File: src/upd_pkg.sv
// Shared types, character constants and hex helpers for the URL percent decoder.
`default_nettype none
package upd_pkg;

  localparam logic [7:0] PCT_CHAR   = 8'h25;
  localparam logic [7:0] PLUS_CHAR  = 8'h2B;
  localparam logic [7:0] SPACE_CHAR = 8'h20;
  localparam logic [3:0] HEX_LETTER_BASE = 4'd10;

  localparam int MAX_RESULTS = 3;
  localparam int QUEUE_DEPTH = 4;
  localparam int CNT_W       = $clog2(QUEUE_DEPTH + 1);

  typedef enum logic [1:0] {
    PH_IDLE  = 2'd0,
    PH_PCT   = 2'd1,
    PH_DIGIT = 2'd2
  } phase_t;

  typedef struct packed {
    logic [7:0] data;
    logic       last;
  } res_t;

  typedef struct packed {
    logic [1:0]                  n;
    res_t [MAX_RESULTS-1:0]      r;
  } group_t;

  function automatic logic is_hex(input logic [7:0] c);
    is_hex = (c >= 8'h30 && c <= 8'h39) || (c >= 8'h61 && c <= 8'h66) ||
             (c >= 8'h41 && c <= 8'h46);
  endfunction

  function automatic logic [3:0] hex_val(input logic [7:0] c);
    logic [7:0] d;
    begin
      d = 8'h00;
      if (c >= 8'h30 && c <= 8'h39) begin
        d = c - 8'h30;
      end else if (c >= 8'h61 && c <= 8'h66) begin
        d = c - 8'h61 + {4'h0, HEX_LETTER_BASE};
      end else if (c >= 8'h41 && c <= 8'h46) begin
        d = c - 8'h41 + {4'h0, HEX_LETTER_BASE};
      end
      hex_val = d[3:0];
    end
  endfunction

endpackage
`default_nettype wire

File: src/url_percent_decoder.sv
// Top level of the URL percent decoder: escape state, config register, result queue.
`default_nettype none
// URL percent decoder. Encoded bytes enter on in_byte/is_last, one transaction
// per cycle; decoded bytes leave on out_byte/out_last, at most one per cycle,
// with each transaction's results registered into the result queue. "%hh"
// (hex digits of either case) collapses to one byte; a broken or truncated
// escape passes through as-is, and with plus_is_space set a '+' outside an
// escape becomes a space. Rate: one input byte per cycle as long as each byte
// yields at most one result and out_ready stays high. A broken escape yields
// one to three results, and the output port (one result per cycle) then sets
// the pace: in_ready follows the occupancy of the four-entry result queue and
// is high while at most one result is pending. Write plus_is_space through
// cfg_we/cfg_wdata only while the block is idle.
module url_percent_decoder
  import upd_pkg::*;
(
  input  wire logic       clk,
  input  wire logic       rst,
  // configuration
  input  wire logic       cfg_we,
  input  wire logic       cfg_wdata,
  // encoded input stream
  input  wire logic       in_valid,
  output logic            in_ready,
  input  wire logic [7:0] in_byte,
  input  wire logic       is_last,
  // decoded output stream
  output logic            out_valid,
  input  wire logic       out_ready,
  output logic [7:0]      out_byte,
  output logic            out_last
);

  logic       plus_is_space;
  phase_t     phase;
  phase_t     phase_next;
  logic [7:0] held;
  logic [7:0] held_next;
  group_t     grp;
  res_t       head;
  logic       in_accept;

  assign in_accept = in_valid && in_ready;

  // escape decode for the byte on the input port
  upd_decode u_decode (
    .in_byte       (in_byte),
    .is_last       (is_last),
    .plus_is_space (plus_is_space),
    .phase         (phase),
    .held          (held),
    .grp           (grp),
    .phase_next    (phase_next),
    .held_next     (held_next)
  );

  // results wait here until the consumer takes them
  upd_out_queue u_queue (
    .clk        (clk),
    .rst        (rst),
    .wr_en      (in_accept),
    .wr_grp     (grp),
    .space_ok   (in_ready),
    .head_valid (out_valid),
    .head_ready (out_ready),
    .head       (head)
  );

  assign out_byte = head.data;
  assign out_last = head.last;

  // escape state only advances on an input transaction
  always_ff @(posedge clk) begin
    if (rst) begin
      phase         <= PH_IDLE;
      held          <= 8'h00;
      plus_is_space <= 1'b0;
    end else begin
      if (cfg_we) begin
        plus_is_space <= cfg_wdata;
      end
      if (in_accept) begin
        phase <= phase_next;
        held  <= held_next;
      end
    end
  end

endmodule
`default_nettype wire

File: src/upd_decode.sv
// Escape decode: one encoded byte plus escape state in, up to three results out.
`default_nettype none
module upd_decode
  import upd_pkg::*;
(
  input  wire logic [7:0] in_byte,
  input  wire logic       is_last,
  input  wire logic       plus_is_space,
  input  wire phase_t     phase,
  input  wire logic [7:0] held,
  output group_t          grp,
  output phase_t          phase_next,
  output logic [7:0]      held_next
);

  logic       pct_hold;
  logic [7:0] mapped;

  always_comb begin
    // plain-byte path: a non-final percent opens an escape
    pct_hold = (in_byte == PCT_CHAR) && !is_last;
    mapped   = (plus_is_space && in_byte == PLUS_CHAR) ? SPACE_CHAR : in_byte;

    grp        = '0;
    phase_next = PH_IDLE;
    held_next  = held;

    case (phase)
      PH_PCT: begin
        if (is_hex(in_byte) && !is_last) begin
          phase_next = PH_DIGIT;
          held_next  = in_byte;
        end else begin
          grp.r[0] = '{data: PCT_CHAR, last: 1'b0};
          if (pct_hold) begin
            grp.n      = 2'd1;
            phase_next = PH_PCT;
          end else begin
            grp.r[1] = '{data: mapped, last: is_last};
            grp.n    = 2'd2;
          end
        end
      end
      PH_DIGIT: begin
        held_next = 8'h00;
        if (is_hex(in_byte)) begin
          grp.r[0] = '{data: {hex_val(held), hex_val(in_byte)}, last: is_last};
          grp.n    = 2'd1;
        end else begin
          // broken escape: flush percent and held digit first
          grp.r[0] = '{data: PCT_CHAR, last: 1'b0};
          grp.r[1] = '{data: held, last: 1'b0};
          if (pct_hold) begin
            grp.n      = 2'd2;
            phase_next = PH_PCT;
          end else begin
            grp.r[2] = '{data: mapped, last: is_last};
            grp.n    = 2'd3;
          end
        end
      end
      default: begin
        if (pct_hold) begin
          phase_next = PH_PCT;
        end else begin
          grp.r[0] = '{data: mapped, last: is_last};
          grp.n    = 2'd1;
        end
      end
    endcase
  end

endmodule
`default_nettype wire

File: src/upd_out_queue.sv
// Result queue: takes a group of up to three results, drains one per cycle while the consumer is ready.
`default_nettype none
module upd_out_queue
  import upd_pkg::*;
(
  input  wire logic   clk,
  input  wire logic   rst,
  input  wire logic   wr_en,
  input  wire group_t wr_grp,
  output logic        space_ok,
  output logic        head_valid,
  input  wire logic   head_ready,
  output res_t        head
);

  logic [CNT_W-1:0] count;
  logic [CNT_W-1:0] count_next;
  logic [CNT_W-1:0] base;
  logic [1:0]       wr_n;
  logic             pop;
  res_t             entry      [QUEUE_DEPTH];
  res_t             entry_next [QUEUE_DEPTH];

  assign head_valid = (count != '0);
  assign head       = entry[0];
  // room for a full group regardless of this cycle's drain
  assign space_ok   = (count <= CNT_W'(QUEUE_DEPTH - MAX_RESULTS));

  always_comb begin
    pop  = head_valid && head_ready;
    base = count - CNT_W'(pop);
    wr_n = wr_en ? wr_grp.n : 2'd0;

    for (int i = 0; i < QUEUE_DEPTH - 1; i++) begin
      entry_next[i] = pop ? entry[i+1] : entry[i];
    end
    entry_next[QUEUE_DEPTH-1] = entry[QUEUE_DEPTH-1];

    for (int i = 0; i < QUEUE_DEPTH; i++) begin
      for (int k = 0; k < MAX_RESULTS; k++) begin
        if (CNT_W'(k) < CNT_W'(wr_n) && CNT_W'(i) == base + CNT_W'(k)) begin
          entry_next[i] = wr_grp.r[k];
        end
      end
    end

    count_next = base + CNT_W'(wr_n);
  end

  always_ff @(posedge clk) begin
    if (rst) begin
      count <= '0;
    end else begin
      count <= count_next;
    end
  end

  always_ff @(posedge clk) begin
    for (int i = 0; i < QUEUE_DEPTH; i++) begin
      entry[i] <= entry_next[i];
    end
  end

endmodule
`default_nettype wire

File: config.mk
export PLATFORM = sky130hd
export DESIGN_NAME = url_percent_decoder
export DESIGN_NICKNAME = d
export VERILOG_FILES = /design/src/upd_pkg.sv /design/src/url_percent_decoder.sv /design/src/upd_decode.sv /design/src/upd_out_queue.sv
export SDC_FILE = /design/constraint.sdc
export NUM_CORES = 1
export LEC_CHECK = 0
export BUFFER_PORTS_ARGS = -buffer_cell sky130_fd_sc_hd__buf_2
export CAP_MARGIN = 20
export CORE_MARGIN = 2
export CORE_UTILIZATION = 45
export CTS_CLUSTER_SIZE = 28
export DETAILED_ROUTE_END_ITERATION = 16
export PLACE_DENSITY = 0.63
export SYNTH_ARGS = -nofsm -noshare
export SYNTH_HDL_FRONTEND = slang
export SYNTH_SLANG_ARGS = --single-unit
export TNS_END_PERCENT = 5
File: constraint.sdc
create_clock -name clk -period 3.9 [get_ports clk]
set_input_delay 0.585 -clock clk [delete_from_list [all_inputs] [get_ports clk]]
set_output_delay 0.585 -clock clk [all_outputs]
set_load 0.01 [all_outputs]
Yosys cells after proc, flatten, opt, wreduce, memory -nomap -nowiden
Memory sizes are Yosys's and may differ from the RTL's.
Cells that the tools add are included.
{"block": "word_totals", "ff_bits": 14, "ram_bits": 36, "input_bits": 15, "out_inout_bits": 11, "word_cells": 123, "mem_count": 1}
{"memory": "u_queue.entry", "words": 4, "width": 9, "read_ports": 4, "rd_ports_with_merged_regs": 0, "write_ports": 4, "line": "upd_out_queue.sv:21", "text": "res_t entry [QUEUE_DEPTH];"}
{"block": "op_classes", "n_addsub": 14, "order_cmp": 16, "eq_ne": 14, "muxes": 42, "n_reduce_logical": 32}
{"op": "9-bit 2-to-1 mux", "count": 18}
{"op": "18-bit 2-to-1 mux", "count": 2}
{"op": "9-bit case mux with 2 select lines", "count": 2}
{"op": "8-bit by 7-bit >= comparator with 1-bit output (second input constant)", "count": 4}
{"op": "8-bit by 7-bit <= comparator with 1-bit output (second input constant)", "count": 4}
{"op": "4-bit 2-to-1 mux", "count": 6}
{"op": "4-bit by 1-bit subtractor with 4-bit output (second input constant)", "count": 6}
{"op": "1-bit logical AND", "count": 23}
{"op": "2-bit by 3-bit equality test with 1-bit output (first input constant)", "count": 6}
{"op": "4-bit adder (second input constant)", "count": 4}
{"op": "8-bit by 6-bit equality test with 1-bit output (second input constant)", "count": 2}
{"op": "8-bit by 6-bit >= comparator with 1-bit output (second input constant)", "count": 2}
{"op": "8-bit by 6-bit <= comparator with 1-bit output (second input constant)", "count": 2}
{"op": "8-bit 2-to-1 mux", "count": 2}
{"op": "8-bit case mux with 2 select lines", "count": 1}
{"op": "2-bit 2-to-1 mux", "count": 6}
{"op": "1-bit by 3-bit equality test with 1-bit output (first input constant)", "count": 3}
{"op": "3-bit logical NOT", "count": 3}
{"op": "2-bit case mux with 2 select lines", "count": 2}
{"op": "1-bit by 2-bit < comparator with 1-bit output (first input constant)", "count": 2}
{"op": "3-bit by 1-bit adder with 3-bit output (second input constant)", "count": 1}
{"op": "3-bit by 2-bit adder with 3-bit output", "count": 1}
{"op": "3-bit by 2-bit adder with 3-bit output (second input constant)", "count": 1}
{"op": "3-bit by 1-bit <= comparator with 1-bit output (second input constant)", "count": 1}
{"op": "other kinds (11)", "count": 14}

Depth between registers and ports, before layout
{"block": "logic_depth", "ltp_word": 13, "depth_mapped": 15, "depth_no_buf": 14}

Modules after synthesis
Synthesis repeated with hierarchy kept, for this count alone.
{"block": "unflattened", "hier_cells": 447, "hier_area_um2": 3948.8}
{"module": "upd_out_queue", "n_inst": 1, "cells_per_inst": 271, "area_per_inst_um2": 2582.5, "seq_area_each_um2": 1141.1}
{"module": "upd_decode", "n_inst": 1, "cells_per_inst": 127, "area_per_inst_um2": 855.8, "seq_area_each_um2": 0.0}
{"module": "url_percent_decoder", "n_inst": 1, "cells_per_inst": 49, "area_per_inst_um2": 510.5, "seq_area_each_um2": 220.2}

Least setup slack after synthesis
Ideal clock, no wire load.
{"block": "synth_timing", "path_kind": "register -> register", "startpoint": "reg, netlist name u_queue.count[2]", "endpoint": "mem u_queue.entry[1][0] (netlist name), enable pin", "setup_time_ps": 306, "t_arrival_ps": 2939, "required_ps": 3594, "slack_ps": 654, "stages_incl_launch_ff": 15, "path_buffers": 1, "synth_period_minus_slack_ps": 3246, "path_cell_list": "dfxtp_1 -> nor2_1 -> nand2_1 -> nand2_1 -> inv_1 -> ha_1 -> ha_1 -> nor2_1 -> ha_1 -> clkbuf_1 -> and3_1 -> o211ai_2 -> nand2_2 -> nor2_1 -> nand2_1"}
{"element": "end, declared", "line": "upd_out_queue.sv:21"}

==> results summary <==
The filler cells instantiated in the layout total 784. In the final routed layout, each cell accounts on average for 19.6 um. Of all nets on the critical path, the largest fanout is 9. For hold timing, the worst endpoint is phase[0]. Between clock sinks in the finished design, the worst skew comes to roughly 8.9 ps. In this run the most critical hold path is launched from phase[0]. The final number of hold-violating endpoints is 0. Net switching is 36.7% of the power. TritonCTS built the clock tree.

The via count of the first global-routing pass is 3,243. The signal on the critical path passes through nor2_1 -> nand2_1 -> nand2_1 -> inv_1 -> ha_1 -> ha_1 -> nor2_1 -> ha_1 -> and3_1 -> o211ai_2 -> nand2_2 -> nor2_1 -> nand2_1. The fraction of synthesis flops using an asynchronous set or reset pin came out at 0%. The final estimated routing congestion in global placement is ~0.9. Among all cell types in the netlist, the one instantiated most often is nand2_1. The final-report max-slew violation count is 0.

The clock drives 50 sinks. The internal portion of the total power is 1300 uW. The core footprint came out at 0.00818 mm2. The number of antenna violations at the first check in global routing was 0. The share of layout cells above drive strength 1 came out at 16.3%. Yosys mapped a number of flops with a built-in enable equal to 36.

The later-pin clock latency in the skew report is about 310 ps. The worst hold path stage count is 2. From synthesis to final layout, the design area changed by 9.00%. The worst setup path category is flip-flop to flip-flop. The residual DRC count is 0. The final worst-path setup slack came out at 304 ps. The depth of the worst register-to-register path is 13. Ranked by instance count, the synthesized netlist is headed by 48 x nand2_1, 42 x nor2_1, 36 x edfxtp_1. Counting flops and latches in the post-synthesis netlist gives 50. The minimum clock period after layout is 3600 ps.

The tightest min-delay check is of the flip-flop to flip-flop type. After synthesis, the cell types taking the most area are edfxtp_1 28%, dfxtp_1 7.4%, nand2_1 4.7%. The number of nets handed over by synthesis was 449. After synthesis, the mean cell area works out to 9.06 um2. The number of detailed-routing iterations run before antenna repair came out at 5. The number of input and output port buffers inserted is 25. The number of design-rule violations left by the first detailed-router iteration is 305.

The post-cts resize count came out at 0. The routed design has approximately 11,000 um of wire. The number of maximum-capacitance constraint violations is 0. The final standard cell utilization of the core came out at 50.6%. The final total negative setup slack came out at 0 ps.

The required time of the critical path is 3890 ps. The largest net degree at the start of global routing came out at 20. The register share of total power is 42.7%. The horizontal die dimension is 95.8 um. The placed cell area is 0.00402 mm2.

Setup repair after global routing left no endpoint under its margin. In this run the critical register-to-register path is captured at u_queue.entry[1][8]. The number of top-level pins is 26. The power density over cell area came out at 498 mW/mm2. After global routing the overflow that remains totals 0. The worst-case setup slack after placement is 265 ps. The number of setup violations in the final report is 0.

The instance count of the mapped netlist is 419. The initial core utilization is 46.4%. The final layout net count came out at 471. The number of library cell types mapped by synthesis is 75. The slew at the pin closest to its max-slew limit is 791 ps. The tree is rooted in a clkbuf_8. Of the post-synthesis cell area, the dominant cell type holds 28.5%. The total leakage power is 0.00147 uW.

The flop-to-flop setup slack is 300 ps. The average via count per standard cell is 6.50. The die covers between 0.009 and 0.01 mm2. The register clock-pin slew on the reported worst setup and hold paths is 100 ps. For this run, the leading register cell type out of synthesis is edfxtp_1. The total power of the final layout came out at 2060 uW. The setup fix buffers added after clock tree synthesis came out at 0. The largest stage delay on the critical path is about 410 ps.

The worst vdd rail ir drop came out at 0.165 mV. The number of buffers inserted for hold repair after clock tree synthesis is 0. The worst setup path is launched from a flip-flop.

Detailed placement finished with a half-perimeter wire length of slightly above 8000 um. The count of nets left with antenna violations once routing finished came out at 0. In this run the critical register-to-register path is launched from u_queue.count[2].

The net switching power figure came out at ~760 uW. The post-route fraction of the period consumed by the critical path came out at 92.2%. Across all layers, the routed design uses 3,557 vias. The slowest cell on the critical path is ha_1. The die is 95.8 um tall. The part of the power in combinational logic is between 30% and 40%. The signal arrival time at the worst endpoint is 3590 ps. The count of warnings emitted by yosys is 0. The worst-case headroom to the max-slew limit came out at 47.2%.

The post-synthesis instance area came out at 0.00379 mm2. The cell taking the most area after synthesis is edfxtp_1. The clock network burns 19.1% of the power.

The fmax is 278 MHz. The repair_antennas step left the layout with diodes totalling 0. The CTS H-tree depth is 2. The post-layout instance area is 0.00414 mm2. The standard-cell row count came out at 33.

The buffer depth of the longest clock path came out at 2. The number of buffers created by CTS is 5. The run finished with clean final reports. The part of the Yosys area used for sequential elements is 35.9%. The overall global routing resource usage came out at 24.4%. The wire length of the first global-routing pass is 17,100 um. STA classifies the critical path endpoint as a flip-flop.
==> power by group through the flow <==
stage | Sequential (uW) | Combinational (uW) | Clock [uW]
floorplan | 899 | 533 | 0
global placement | 892 | 767 | 0
detailed placement | 893 | 781 | 0
CTS | 883 | 783 | 399
global route | 897 | 867 | 417
finish | 880 | 788 | 393
==> cell type report <==
class	instances	area, um2	area share [%]
inverters	17	68.8	1.66
clock inverters	3	48.8	1.18
multi-input cells	337	2290	55.5
flip-flops and latches	50	1360	32.9
well taps	105	131	3.18
repair buffers	30	163	3.93
clock buffers	5	68.8	1.66
==> cells in the final DEF, fill, tap and decap left out, types with 18 or more instances in the layout <==
master and n:
a21oi_1 30, o21ai_0 18, nor2_1 42, o22ai_1 18, nand2_1 48, edfxtp_1 36
nand3_1 18, buf_2 25
==> worst max path at each step <==
stage	startpoint	end
5_1_grt	u_queue.count[2]	u_queue.entry[1][8]
3_3_place_gp	out_ready	u_queue.entry[1][8]
2_1_floorplan	u_queue.count[2]	u_queue.entry[1][0]
6_report	u_queue.count[2]	u_queue.entry[1][8]
3_5_place_dp	out_ready	u_queue.entry[1][5]
4_1_cts	u_queue.count[2]	u_queue.entry[1][7]
==> registers in the layout (all words and copies together), names as in the netlist <==
register / flops
u_queue.entry: 36
held: 8
plus_is_space: 1
u_queue.count: 3
phase: 2
==> critical path: cells and delay by family, from the launching register on <==
| family | cells | cell delay, ps |
|---|---|---|
| buffers and inverters | 1 | 70 |
| DFF | 1 | 360 |
| and+or+nand+nor | 8 | 1710 |
| AOI/OAI and AO/OA | 1 | 160 |
| adders and majority gates | 3 | 970 |
==> kinds of logic after synthesis <==
| group | count (synthesis) | share of synthesized area [%] |
|---|---|---|
| AO/OA/AOI/OAI | 140 | 28.2 |
| XOR/XNOR | 3 | 0.693 |
| adder cells (fa/ha/maj) | 15 | 5.14 |
| buffers and inverters | 32 | 3.66 |
| flip-flops | 50 | 35.9 |
| multiplexers | 14 | 3.69 |
| AND/OR/NAND/NOR | 165 | 22.7 |
==> stage by stage <==
stage | hold WS (ps) | std cells
global route | 509 | 547
finish | 487 | 547
CTS | 486 | 547
floorplan | 443 | 419
global placement | 460 | 539
detailed placement | 469 | 539
==> layer usage <==
| layer | global-route usage [%] | part of all wire, % | vias up |
|---|---|---|---|
| met1 | 32.2 | 42 | 1680 |
| met2 | 41.8 | 48 | 207 |
| li1 | - | - | 1651 |
| met4 | 7.74 | 2.0 | 0 |
| met5 | 0 | 0 | - |
| met3 | 2.82 | 8.8 | 19 |
No activity file was read; power rests on OpenSTA's default activity.
